<file path="config.mk">
export PLATFORM = sky130hd
export DESIGN_NAME = hex_status_record_parser_flat
export DESIGN_NICKNAME = d
export VERILOG_FILES = /design/src/rtl/hsrp_pkg.sv /design/src/rtl/hsrp_if.sv /design/src/rtl/hsrp_in_reg.sv /design/src/rtl/hsrp_parse.sv /design/src/rtl/hsrp_out_reg.sv /design/src/rtl/hex_status_record_parser.sv /design/src/flat_wrapper.sv
export SDC_FILE = /design/constraint.sdc
export NUM_CORES = 1
export LEC_CHECK = 0
export ABC_CLOCK_PERIOD_IN_PS = 6500
export BUFFER_PORTS_ARGS = -buffer_cell sky130_fd_sc_hd__buf_2
export CAP_MARGIN = 10
export CORE_ASPECT_RATIO = 1.75
export CORE_MARGIN = 4
export CORE_UTILIZATION = 60
export CTS_CLUSTER_DIAMETER = 60
export DETAILED_ROUTE_END_ITERATION = 8
export GPL_TIMING_DRIVEN = 0
export PLACE_DENSITY = 0.86
export SETUP_SLACK_MARGIN = 0.2
export SYNTH_ARGS = -nofsm -noshare
export SYNTH_HDL_FRONTEND = slang
export SYNTH_SLANG_ARGS = --single-unit
</file>
<file path="constraint.sdc">
create_clock -name clk -period 6.5 [get_ports clk]
set_input_delay 0.65 -clock clk [delete_from_list [all_inputs] [get_ports clk]]
set_output_delay 0.65 -clock clk [all_outputs]
set_load 0.01 [all_outputs]
</file>
<file path="src/rtl/hsrp_pkg.sv">
// ---------------------------------------------------------------------------
// hsrp_pkg
// Shared types, constants and helpers of the hex status record parser.
// ---------------------------------------------------------------------------
`default_nettype none

package hsrp_pkg;

  localparam int MAX_REPLY_CHARS = 128;
  localparam int CHAR_CNT_W      = $clog2(MAX_REPLY_CHARS + 1);

  localparam logic [7:0] ABORT_BIT   = 8'h80;
  localparam logic [7:0] FAIL_BIT    = 8'h40;
  localparam logic [7:0] COUNT_MASK  = 8'h3f;
  localparam logic [6:0] COUNTER_MAX = 7'd127;
  localparam logic [6:0] INDEX_LIMIT = 7'd64;
  localparam logic [6:0] MAX_CMDS_RST = 7'd64;

  typedef enum logic [1:0] {
    KIND_DATA   = 2'd0,
    KIND_RECORD = 2'd1,
    KIND_FINAL  = 2'd2
  } kind_t;

  typedef enum logic [1:0] {
    ST_OK        = 2'd0,
    ST_ABORTED   = 2'd1,
    ST_TRUNCATED = 2'd2
  } status_t;

  // one input beat
  typedef struct packed {
    logic       cmd;
    logic [7:0] char_in;
  } item_t;

  // input stage toward the decoder
  typedef struct packed {
    logic  vld;
    item_t item;
  } stage_t;

  typedef struct packed {
    kind_t      kind;
    logic [5:0] cmd_index;
    logic [7:0] data_byte;
    logic [5:0] byte_count;
    logic       failed;
    status_t    status;
    logic [6:0] ok_count;
  } result_t;

  // bit 4 set: not a hex digit
  function automatic logic [4:0] hex_value(input logic [7:0] c);
    logic [4:0] v;
    v = 5'h10;
    if (c >= 8'h30 && c <= 8'h39) v = {1'b0, c[3:0]};
    else if (c >= 8'h61 && c <= 8'h66) v = 5'(c - 8'h57);
    else if (c >= 8'h41 && c <= 8'h46) v = 5'(c - 8'h37);
    return v;
  endfunction

endpackage

`default_nettype wire

</file>
<file path="src/rtl/hsrp_if.sv">
// ---------------------------------------------------------------------------
// hsrp_in_if / hsrp_out_if
// Valid/ready channels of the parser: character beats in, result beats out.
// ---------------------------------------------------------------------------
`default_nettype none

interface hsrp_in_if;
  logic       valid;
  logic       ready;
  logic       cmd;
  logic [7:0] char_in;

  modport source(output valid, cmd, char_in, input ready);
  modport sink(input valid, cmd, char_in, output ready);
endinterface

interface hsrp_out_if;
  logic                valid;
  logic                ready;
  hsrp_pkg::kind_t     kind;
  logic [5:0]          cmd_index;
  logic [7:0]          data_byte;
  logic [5:0]          byte_count;
  logic                failed;
  hsrp_pkg::status_t   status;
  logic [6:0]          ok_count;

  modport source(output valid, kind, cmd_index, data_byte, byte_count, failed, status,
                 ok_count, input ready);
  modport sink(input valid, kind, cmd_index, data_byte, byte_count, failed, status,
               ok_count, output ready);
endinterface

`default_nettype wire

</file>
<file path="src/rtl/hsrp_in_reg.sv">
// ---------------------------------------------------------------------------
// hsrp_in_reg
// Input register: holds one accepted beat until the decoder takes it.
// ---------------------------------------------------------------------------
`default_nettype none

module hsrp_in_reg (
  input  wire               clk,
  input  wire               rst_n,
  hsrp_in_if.sink           in_ch,
  input  wire               step,
  output hsrp_pkg::stage_t  stage
);

  logic            vld_r, vld_nxt;
  hsrp_pkg::item_t item_r;
  logic            accept;

  assign in_ch.ready = !vld_r || step;
  assign accept      = in_ch.valid && in_ch.ready;

  always_comb begin
    vld_nxt = vld_r;
    if (accept) vld_nxt = 1'b1;
    else if (step) vld_nxt = 1'b0;
  end

  always_ff @(posedge clk) begin
    if (!rst_n) begin
      vld_r <= 1'b0;
    end else begin
      vld_r <= vld_nxt;
    end
  end

  always_ff @(posedge clk) begin
    if (accept) begin
      item_r.cmd     <= in_ch.cmd;
      item_r.char_in <= in_ch.char_in;
    end
  end

  assign stage.vld  = vld_r;
  assign stage.item = item_r;

endmodule

`default_nettype wire

</file>
<file path="src/rtl/hsrp_parse.sv">
// ---------------------------------------------------------------------------
// hsrp_parse
// Frame decoder: hex pairing, status/data phases, counters, result select.
// ---------------------------------------------------------------------------
`default_nettype none

module hsrp_parse (
  input  wire                       clk,
  input  wire                       rst_n,
  input  wire                       cfg_we,
  input  wire [6:0]                 cfg_wdata,
  input  hsrp_pkg::stage_t          stage,
  input  wire                       step,
  output logic                      res_vld,
  output hsrp_pkg::result_t         res
);

  logic [6:0]                      max_cmds_r;
  logic                            have_hi_r, have_hi_nxt;
  logic [3:0]                      hi_nib_r, hi_nib_nxt;
  logic                            in_data_r, in_data_nxt;
  logic [5:0]                      rem_r, rem_nxt;
  logic [6:0]                      cmd_cnt_r, cmd_cnt_nxt;
  logic [6:0]                      ok_cnt_r, ok_cnt_nxt;
  logic                            stopped_r, stopped_nxt;
  hsrp_pkg::status_t               err_r, err_nxt;
  logic [hsrp_pkg::CHAR_CNT_W-1:0] chars_r, chars_nxt;

  logic [6:0]        lim;
  logic              stored;
  logic [4:0]        nib;
  logic [7:0]        val;
  logic [6:0]        cmd_cnt_inc;
  hsrp_pkg::status_t fin_st;

  assign lim         = (max_cmds_r > hsrp_pkg::INDEX_LIMIT) ? hsrp_pkg::INDEX_LIMIT
                                                            : max_cmds_r;
  assign stored      = cmd_cnt_r < lim;
  assign nib         = hsrp_pkg::hex_value(stage.item.char_in);
  assign val         = {hi_nib_r, nib[3:0]};
  assign cmd_cnt_inc = (cmd_cnt_r < hsrp_pkg::COUNTER_MAX) ? cmd_cnt_r + 7'd1 : cmd_cnt_r;

  always_comb begin
    have_hi_nxt = have_hi_r;
    hi_nib_nxt  = hi_nib_r;
    in_data_nxt = in_data_r;
    rem_nxt     = rem_r;
    cmd_cnt_nxt = cmd_cnt_r;
    ok_cnt_nxt  = ok_cnt_r;
    stopped_nxt = stopped_r;
    err_nxt     = err_r;
    chars_nxt   = chars_r;
    res_vld     = 1'b0;
    res         = '0;
    fin_st      = err_r;
    if (err_r == hsrp_pkg::ST_OK && in_data_r) fin_st = hsrp_pkg::ST_TRUNCATED;

    if (step) begin
      if (stage.item.cmd) begin
        res_vld      = 1'b1;
        res.kind     = hsrp_pkg::KIND_FINAL;
        res.status   = fin_st;
        res.ok_count = (fin_st == hsrp_pkg::ST_OK) ? ok_cnt_r : 7'd0;
        have_hi_nxt  = 1'b0;
        hi_nib_nxt   = '0;
        in_data_nxt  = 1'b0;
        rem_nxt      = '0;
        cmd_cnt_nxt  = '0;
        ok_cnt_nxt   = '0;
        stopped_nxt  = 1'b0;
        err_nxt      = hsrp_pkg::ST_OK;
        chars_nxt    = '0;
      end else if (!stopped_r && chars_r < hsrp_pkg::CHAR_CNT_W'(hsrp_pkg::MAX_REPLY_CHARS)) begin
        chars_nxt = chars_r + hsrp_pkg::CHAR_CNT_W'(1);
        if (nib[4]) begin
          stopped_nxt = 1'b1;
          have_hi_nxt = 1'b0;
          if (in_data_r) err_nxt = hsrp_pkg::ST_TRUNCATED;
        end else if (!have_hi_r) begin
          have_hi_nxt = 1'b1;
          hi_nib_nxt  = nib[3:0];
        end else begin
          have_hi_nxt = 1'b0;
          if (in_data_r) begin
            if (stored) begin
              res_vld       = 1'b1;
              res.kind      = hsrp_pkg::KIND_DATA;
              res.cmd_index = cmd_cnt_r[5:0];
              res.data_byte = val;
            end
            // data phase always has at least one byte left
            rem_nxt = rem_r - 6'd1;
            if (rem_r == 6'd1) begin
              in_data_nxt = 1'b0;
              cmd_cnt_nxt = cmd_cnt_inc;
            end
          end else if ((val & hsrp_pkg::ABORT_BIT) != 8'h00) begin
            stopped_nxt = 1'b1;
            err_nxt     = hsrp_pkg::ST_ABORTED;
          end else begin
            if ((val & hsrp_pkg::FAIL_BIT) == 8'h00 && ok_cnt_r < hsrp_pkg::COUNTER_MAX)
              ok_cnt_nxt = ok_cnt_r + 7'd1;
            if (stored) begin
              res_vld        = 1'b1;
              res.kind       = hsrp_pkg::KIND_RECORD;
              res.cmd_index  = cmd_cnt_r[5:0];
              res.byte_count = val[5:0];
              res.failed     = val[6];
            end
            if (val[5:0] != 6'd0) begin
              in_data_nxt = 1'b1;
              rem_nxt     = val[5:0];
            end else begin
              cmd_cnt_nxt = cmd_cnt_inc;
            end
          end
        end
      end
    end
  end

  always_ff @(posedge clk) begin
    if (!rst_n) begin
      max_cmds_r <= hsrp_pkg::MAX_CMDS_RST;
      have_hi_r  <= 1'b0;
      hi_nib_r   <= '0;
      in_data_r  <= 1'b0;
      rem_r      <= '0;
      cmd_cnt_r  <= '0;
      ok_cnt_r   <= '0;
      stopped_r  <= 1'b0;
      err_r      <= hsrp_pkg::ST_OK;
      chars_r    <= '0;
    end else begin
      if (cfg_we) max_cmds_r <= cfg_wdata;
      have_hi_r <= have_hi_nxt;
      hi_nib_r  <= hi_nib_nxt;
      in_data_r <= in_data_nxt;
      rem_r     <= rem_nxt;
      cmd_cnt_r <= cmd_cnt_nxt;
      ok_cnt_r  <= ok_cnt_nxt;
      stopped_r <= stopped_nxt;
      err_r     <= err_nxt;
      chars_r   <= chars_nxt;
    end
  end

  a_rem_in_data: assert property (@(posedge clk) disable iff (!rst_n)
    in_data_r |-> rem_r != 6'd0)
    else $error("data phase with no bytes left");

  a_rem_idle: assert property (@(posedge clk) disable iff (!rst_n)
    !in_data_r |-> rem_r == 6'd0)
    else $error("bytes left outside data phase");

  a_stop_no_hi: assert property (@(posedge clk) disable iff (!rst_n)
    stopped_r |-> !have_hi_r)
    else $error("pending digit while stopped");

  a_end_clears: assert property (@(posedge clk) disable iff (!rst_n)
    step && stage.item.cmd |=> cmd_cnt_r == 7'd0 && !stopped_r && chars_r == '0)
    else $error("frame state not cleared by end beat");

  a_chars_max: assert property (@(posedge clk) disable iff (!rst_n)
    chars_r <= hsrp_pkg::CHAR_CNT_W'(hsrp_pkg::MAX_REPLY_CHARS))
    else $error("character count beyond frame limit");

endmodule

`default_nettype wire

</file>
<file path="src/rtl/hsrp_out_reg.sv">
// ---------------------------------------------------------------------------
// hsrp_out_reg
// Result register: holds one result beat until the sink takes it.
// ---------------------------------------------------------------------------
`default_nettype none

module hsrp_out_reg (
  input  wire                clk,
  input  wire                rst_n,
  input  wire                load,
  input  hsrp_pkg::result_t  res,
  output logic               free,
  hsrp_out_if.source         out_ch
);

  logic              vld_r, vld_nxt;
  hsrp_pkg::result_t res_r;

  assign free = !vld_r || out_ch.ready;

  always_comb begin
    vld_nxt = vld_r;
    if (load) vld_nxt = 1'b1;
    else if (out_ch.ready) vld_nxt = 1'b0;
  end

  always_ff @(posedge clk) begin
    if (!rst_n) begin
      vld_r <= 1'b0;
    end else begin
      vld_r <= vld_nxt;
    end
  end

  always_ff @(posedge clk) begin
    if (load) res_r <= res;
  end

  assign out_ch.valid      = vld_r;
  assign out_ch.kind       = res_r.kind;
  assign out_ch.cmd_index  = res_r.cmd_index;
  assign out_ch.data_byte  = res_r.data_byte;
  assign out_ch.byte_count = res_r.byte_count;
  assign out_ch.failed     = res_r.failed;
  assign out_ch.status     = res_r.status;
  assign out_ch.ok_count   = res_r.ok_count;

endmodule

`default_nettype wire

</file>
<file path="src/rtl/hex_status_record_parser.sv">
// ---------------------------------------------------------------------------
// hex_status_record_parser
// Decodes an ASCII hex reply frame into command records, data bytes and a
// final frame result.
// ---------------------------------------------------------------------------
// Takes one character beat per cycle while the output side does not stall,
// with no gaps between frames. A beat sits in the input register, is decoded
// once the result register is free by a single pass of hex lookup and counter
// update, and its result, if any, is loaded into the result register. The
// result register is the only buffer on the output side: while it holds an
// untaken beat, the decoder waits and in_ch.ready falls once the input
// register is also full; out ready reaches in ready combinationally.
// max_stored_commands is written through cfg_we/cfg_wdata and should only
// change between frames with no beat in flight.
`default_nettype none

module hex_status_record_parser (
  input  wire         clk,
  input  wire         rst_n,
  hsrp_in_if.sink     in_ch,
  hsrp_out_if.source  out_ch,
  input  wire         cfg_we,
  input  wire [6:0]   cfg_wdata
);

  hsrp_pkg::stage_t  stage;
  hsrp_pkg::result_t res;
  logic              res_vld;
  logic              out_free;
  logic              step;

  assign step = stage.vld && out_free;

  hsrp_in_reg u_in_reg (
    .clk   (clk),
    .rst_n (rst_n),
    .in_ch (in_ch),
    .step  (step),
    .stage (stage)
  );

  hsrp_parse u_parse (
    .clk       (clk),
    .rst_n     (rst_n),
    .cfg_we    (cfg_we),
    .cfg_wdata (cfg_wdata),
    .stage     (stage),
    .step      (step),
    .res_vld   (res_vld),
    .res       (res)
  );

  hsrp_out_reg u_out_reg (
    .clk    (clk),
    .rst_n  (rst_n),
    .load   (res_vld),
    .res    (res),
    .free   (out_free),
    .out_ch (out_ch)
  );

endmodule

`default_nettype wire
</file>
<file path="src/flat_wrapper.sv">
// flat-port wrapper written by rule: the top's interface ports become plain ports
module hex_status_record_parser_flat 
  (clk, rst_n, cfg_we, cfg_wdata, in_ch_valid, in_ch_cmd, in_ch_char_in, in_ch_ready, out_ch_valid, out_ch_kind, out_ch_cmd_index, out_ch_data_byte, out_ch_byte_count, out_ch_failed, out_ch_status, out_ch_ok_count, out_ch_ready);
  hsrp_in_if in_ch_i ();
  hsrp_out_if out_ch_i ();
  input  wire clk;
  input  wire rst_n;
  input  wire cfg_we;
  input  wire [6:0] cfg_wdata;
  input wire logic [$bits(in_ch_i.valid)-1:0] in_ch_valid;
  input wire logic [$bits(in_ch_i.cmd)-1:0] in_ch_cmd;
  input wire logic [$bits(in_ch_i.char_in)-1:0] in_ch_char_in;
  output wire logic [$bits(in_ch_i.ready)-1:0] in_ch_ready;
  output wire logic [$bits(out_ch_i.valid)-1:0] out_ch_valid;
  output wire logic [$bits(out_ch_i.kind)-1:0] out_ch_kind;
  output wire logic [$bits(out_ch_i.cmd_index)-1:0] out_ch_cmd_index;
  output wire logic [$bits(out_ch_i.data_byte)-1:0] out_ch_data_byte;
  output wire logic [$bits(out_ch_i.byte_count)-1:0] out_ch_byte_count;
  output wire logic [$bits(out_ch_i.failed)-1:0] out_ch_failed;
  output wire logic [$bits(out_ch_i.status)-1:0] out_ch_status;
  output wire logic [$bits(out_ch_i.ok_count)-1:0] out_ch_ok_count;
  input wire logic [$bits(out_ch_i.ready)-1:0] out_ch_ready;
  assign in_ch_i.valid = in_ch_valid;
  assign in_ch_i.cmd = in_ch_cmd;
  assign in_ch_i.char_in = in_ch_char_in;
  assign in_ch_ready = in_ch_i.ready;
  assign out_ch_valid = out_ch_i.valid;
  assign out_ch_kind = out_ch_i.kind;
  assign out_ch_cmd_index = out_ch_i.cmd_index;
  assign out_ch_data_byte = out_ch_i.data_byte;
  assign out_ch_byte_count = out_ch_i.byte_count;
  assign out_ch_failed = out_ch_i.failed;
  assign out_ch_status = out_ch_i.status;
  assign out_ch_ok_count = out_ch_i.ok_count;
  assign out_ch_i.ready = out_ch_ready;
  hex_status_record_parser u_core (.clk(clk), .rst_n(rst_n), .in_ch(in_ch_i), .out_ch(out_ch_i), .cfg_we(cfg_we), .cfg_wdata(cfg_wdata));
endmodule
</file>
# [Word level (Yosys, flattened, before mapping)]
# Cells that the tools add are included.
[totals] ff_bits=87 output_inout_bits=34 word_cells=176
[classes] n_addsub=6 n_lt_le_gt_ge=11 n_eq_ne=10 n_mux=83 bitwise_logic=5 n_reduce_logical=39
[ops] operator="$mux 7" n=22
[ops] operator="$mux 23" n=3
[ops] operator="$mux 6" n=7
[ops] operator="$mux 8" n=4
[ops] operator="$mux 1" n=30
[ops] operator="$mux 2" n=9
[ops] operator="$ge 8x7->1 const B" n=2
[ops] operator="$le 8x7->1 const B" n=2
[ops] operator="$mux 4" n=4
[ops] operator="$mux 5" n=3
[ops] operator="$add 7x1->7 const B" n=2
[ops] operator="$lt 7x7->1 const B" n=2
[ops] operator="$mux 14" n=1
[ops] operator="$reduce_and 7->1" n=2
[ops] operator="$reduce_and 6->1" n=2
[ops] operator="$reduce_bool 3->1" n=4
[ops] operator="$reduce_bool 2->1" n=5
[ops] operator="$sub 5x5->5 const B" n=2
[ops] operator="$ne 3x1->1 const B" n=3
[ops] operator="$add 8x1->8 const B" n=1
[ops] operator="$ge 8x6->1 const B" n=1
[ops] operator="$le 8x6->1 const B" n=1
[ops] operator="$logic_and 1x1->1" n=8
[ops] operator="$logic_not 8->1" n=1
[ops] operator="19 further kinds" n=33

# [Logic depth before layout (Yosys ltp)]
[depth] depth_word=13 ltp_mapped=10 mapped_depth_nobuf=9

# [By module]
# Synthesis repeated with hierarchy kept, for this count alone.
[unflattened] hier_cells=410 area_unflattened_um2=4227.8
[by_module_without_submodules] mod="hsrp_parse" n_inst=1 cells_per_inst=358 area_per_inst_um2=2876.5 seq_area_each_um2=880.8
[by_module_without_submodules] mod="hsrp_out_reg" n_inst=1 cells_per_inst=36 area_per_inst_um2=1009.7 seq_area_each_um2=980.9
[by_module_without_submodules] mod="hsrp_in_reg" n_inst=1 cells_per_inst=15 area_per_inst_um2=335.3 seq_area_each_um2=290.3
[by_module_without_submodules] mod="hex_status_record_parser" n_inst=1 cells_per_inst=1 area_per_inst_um2=6.3 seq_area_each_um2=0.0

# [Worst setup path before layout]
# No wires, ideal clock.
[synth_path] path_kind="flip-flop to flip-flop" startpoint="register u_core.u_in_reg.item_r, in the netlist u_core.u_in_reg.stage[0]" endpoint="register u_core.u_out_reg.res_r, in the netlist u_core.u_out_reg.out_ch.byte_count[0] (enable)" t_arrival_ns=2.766 required_time_ns=6.111 path_slack_ns=3.344 path_stages_with_launch=10 path_buffers=1 period_less_slack_ns=3.156 path_cell_list="edfxtp_1 -> inv_1 -> ha_1 -> or3b_1 -> and3_1 -> buf_4 -> a22oi_2 -> a2111o_1 -> or3_1 -> nand2_1"
[synth_via] elab_chain_cells=9 word_cells_on_any_way=18 cone_classes="add/sub (2); order compare (6); mux (7); reduce/logical (3)"
[synth_lines] element="start, declared" line="hsrp_in_reg.sv:16" rtl="hsrp_pkg::item_t item_r;"
[synth_lines] element="$ge 8x7->1 or $le 8x7->1 (tied branches)" line="hsrp_pkg.sv:59" rtl="else if (c >= 8'h41 && c <= 8'h46) v = 5'(c - 8'h37);"
[synth_lines] element="$logic_and 1x1->1" line="hsrp_pkg.sv:59"
[synth_lines] element="$mux 5" line="hsrp_pkg.sv:59"
[synth_lines] element="$mux 5" line="hsrp_pkg.sv:58" rtl="else if (c >= 8'h61 && c <= 8'h66) v = 5'(c - 8'h57);"
[synth_lines] element="$mux 5 (*)" line="hsrp_pkg.sv:57" rtl="if (c >= 8'h30 && c <= 8'h39) v = {1'b0, c[3:0]};"
[synth_lines] element="$mux 1 (*)" line="hsrp_parse.sv:75" rtl="if (nib[4]) begin"
[synth_lines] element="$mux 1 (*)" line="hsrp_parse.sv:73" rtl="end else if (!stopped_r && chars_r < hsrp_pkg::CHAR_CNT_W'(hsrp_pkg::MAX_REPLY_CHARS)) begin"
[synth_lines] element="$mux 1 (*)" line="hsrp_parse.sv:59" rtl="if (stage.item.cmd) begin"
[synth_lines] element="$mux 1 (*)" line="hsrp_parse.sv:58" rtl="if (step) begin"
[synth_lines] element="named net u_core.res_vld" line="hex_status_record_parser.sv:28" rtl="logic res_vld;"
[synth_lines] element="end signal, assigned" line="hsrp_out_reg.sv:36" rtl="if (load) res_r <= res;"
[synth_lines] element="end, declared" line="hsrp_out_reg.sv:17" rtl="hsrp_pkg::result_t res_r;"
# Mark *: on every way through the listed nets, which the timed path passes. The rest lies on a longest branch.
# A chain may end at the register's enable or synchronous reset.

# [Worst setup path after layout]
[layout_path] startpoint="register u_core.u_in_reg.item_r, in the netlist u_core.u_in_reg.stage[0]" endpoint="register u_core.u_out_reg.res_r, in the netlist u_core.u_out_reg.out_ch.kind[1] (enable)"
# The elaborated chain is that of the path after synthesis.

==> impl_metrics.toml <==
[floorplanning]
dieArea_mm2 = 0.008710
pin_count = 55
num_rows = 40
core_mm2 = 0.006957
die_x_um = 72.29
start_util_pct = 62.37
dieHeight_um = 120.5

[grt]
grt_usage_pct = 27.20
grt_first_pass_wirelength_um = 18130
grt_max_degree = 33
antenna_found_initial = 0
overflow = 0
grt_pass1_vias = 3717

[cells_and_area]
area_growth_pct = 15.83
drive_above_1_share_pct = 16.70
insertedDiodeCount = 0
finalNonFillerCells = 593
fin_util_pct = 72.25
finish.instance_area_mm2 = 0.005026
nNetsFinal = 539

[setup_path]
cp_slowest_stage_delay_ns = 0.55
critPathRequiredTime_ns = 6.55
cp_slowest_cell = "a2111o_1"
cp_cell_sequence = "inv_1 > ha_1 > or3b_1 > and3_1 > buf_4 > a22oi_2 > a2111o_1 > or3_1 > nand2_1 > buf_16"
cp_num_buf_inv = 3
startpoint_type = "flop"
rr_worst_depth = 10
cp_num_cells = 10
worstPathArrival_ns = 3.54
worstPathMaxFanout = 19
critical_path_class = "reg -> reg"
endpoint_kind = "flop"
cp_top_family = "simple AND/OR/NAND/NOR gates"

[synth]
synth-edff-count = 41
syn_nets = 474
yosysSeqAreaShare_pct = 49.60
syn-cell-area_mm2 = 0.004339
synth-seq-cells = 87
synth_area_per_cell_um2 = 9.884
yosysWarnings = 0
ys.flop_type = "dfxtp_1"
yosysUniqueCellTypes = 60
syn_inst = 439
synth-async-reset-ratio_pct = 0

[clock_network]
hold_buffers = 0
cts_resized = 0
htreeDepth = 3
post-cts-setup-buffer-count = 0
cts.sinks = 87
clockBufferDepth = 2
cts_tree = "yes"
numCtsBuffers = 9
root_buffer = "clkbuf_16"
cts.reportedPaths.clkPinSlew_ns = 0.06
worstSkewPairLatency_ns = 0.35

[pwr]
peakVddDrop_mv = 0.2045
power_density_mw_per_mm2 = 234.3
p_leak_nw = 1.919

[sta]
setup_slack_ns = 3.013
rsz0062_at_grt = "no"
period_needed_ns = 3.487
finalCritPeriodShare_pct = 53.65
fmax_mhz = 286.8
fin_setup_tns_ns = 0
setup_viol = 0
max_slew_margin_pct = 31.38
worstMarginPinSlew_ns = 1.020
finalMaxSlewViolations = 0
hold_viol = 0
fin_skew_ns = 0.009224

[run_status]
run_status = "complete, no violations"

[detailed_routing]
antenna_left = 0
wire_per_inst_um = 18.68
drc = 0
vias_per_cell = 6.369
drtIter0Drc = 388
firstDrtPassIters = 5
postRouteWirelength_um = 11080
via_count = 3777

[placed_design]
place_hpwl_um = 8137
gp_congestion = 1.002
placedCellCount = 576
place_ws_ns = 2.792
io_buffers = 53
dpl-instance-area_mm2 = 0.004710

[run]
max_cap_violations = 0

[worst_hold_path]
hp-class = "in -> reg"
hold_depth = 1
## cells in the final DEF (no fill, tap or decap), types with 10 or more instances in the layout
cell type and instances:
dfxtp_1 46, clkbuf_1 19, ha_1 14, edfxtp_1 41, mux2i_1 21, a21oi_1 17
inv_1 15, o21ai_0 11, buf_2 53, nand2_1 55, or3_1 13, clkbuf_16 10
nor2_1 35, and2_1 14, nor4_1 17, nand3_1 10
## synthesized netlist by cell type, types with 5 or more instances
library cell | count | share of area (%)
nand2_1 | 55 | 4.8
o211ai_1 | 9 | 1.6
clkbuf_1 | 16 | 1.4
nand4_1 | 6 | 0.87
nor3_1 | 9 | 1.0
dfxtp_1 | 46 | 21
and3_1 | 5 | 0.72
inv_1 | 15 | 1.3
or3_1 | 13 | 1.9
mux2i_1 | 21 | 4.8
xor2_1 | 5 | 1.0
a21oi_1 | 17 | 2.0
o21ai_0 | 11 | 1.3
nand3_1 | 10 | 1.2
nor2_1 | 35 | 3.0
edfxtp_1 | 41 | 28
a31oi_1 | 8 | 1.2
and2_1 | 14 | 2.0
nor4_1 | 17 | 2.5
ha_1 | 14 | 4.0
## final timing paths
| path | start | endpoint | slack, ns |
|---|---|---|---|
| max | u_core.u_in_reg.stage[0] | u_core.u_out_reg.out_ch.kind[1] | 3.01 |
| min | in_ch_char_in[1] | u_core.u_in_reg.stage[1] | 0.48 |
| max reg2reg | u_core.u_in_reg.stage[0] | u_core.u_out_reg.out_ch.kind[1] | 3.01 |
| min reg2reg | u_core.u_parse.err_r[1] | u_core.u_parse.err_r[1] | 0.49 |
## cell type report
type / instances / area (um^2)
inverter: 16 / 60.06
sequential: 87 / 2152
buffer: 21 / 86.33
multi-input combinational: 315 / 2041
fill: 510 / 1931
tap: 84 / 105.1
clock buffer: 14 / 275.3
clock inverter: 2 / 13.76
timing repair buffer: 54 / 292.8
## registers in the layout (all words and copies together), names as in the netlist
| register | flops |
|---|---|
| u_core.u_in_reg.stage | 9 |
| u_core.u_out_reg.out_ch.cmd_index | 6 |
| u_core.u_parse.have_hi_r | 1 |
| u_core.u_out_reg.out_ch.ok_count | 7 |
| u_core.u_out_reg.out_ch.failed | 1 |
| u_core.u_parse.ok_cnt_r | 7 |
| u_core.u_in_reg.vld_r | 1 |
| u_core.u_out_reg.out_ch.kind | 2 |
| u_core.u_parse.rem_r | 6 |
| u_core.u_out_reg.out_ch.valid | 1 |
| u_core.u_parse.stopped_r | 1 |
| u_core.u_out_reg.out_ch.data_byte | 8 |
| u_core.u_out_reg.out_ch.byte_count | 6 |
| u_core.u_parse.err_r | 2 |
| u_core.u_out_reg.out_ch.status | 2 |
| u_core.u_parse.in_data_r | 1 |
| u_core.u_parse.chars_r | 8 |
| u_core.u_parse.hi_nib_r | 4 |
| u_core.u_parse.cmd_cnt_r | 7 |
| u_core.u_parse.max_cmds_r | 7 |
## where the power goes
group          internal (W)  switching, W   total, W
Sequential         0.000585    0.00000807   0.000593
Combinational     0.0000306     0.0000581  0.0000887
Clock              0.000293      0.000203   0.000496
Total              0.000908      0.000269    0.00118
## stage by stage
stage / total power, W / hold WS, ns
global route: 0.001214 / 0.4698
floorplan: 0.0006588 / 0.4375
detailed placement: 0.0006898 / 0.4774
global placement: 0.0006858 / 0.4507
finish: 0.001178 / 0.4795
CTS: 0.001176 / 0.4748
## cells by family after synthesis
logic type               synth area share [%]
AO/OA/AOI/OAI                           12.80
XOR/XNOR                                1.413
adder cells (fa/ha/maj)                 4.037
buffers and inverters                   3.373
flip-flops                              49.60
multiplexers                            5.104
AND/OR/NAND/NOR                         23.67
## per-layer routing
layer,up-vias,wire length [um],GRT usage (%)
li1,1754,-,-
met1,1788,3834,28.31
met2,183,5847,47.77
met3,52,730,5.907
met4,0,668,17.41
met5,-,0,0
(Power assumes the default switching activity.)
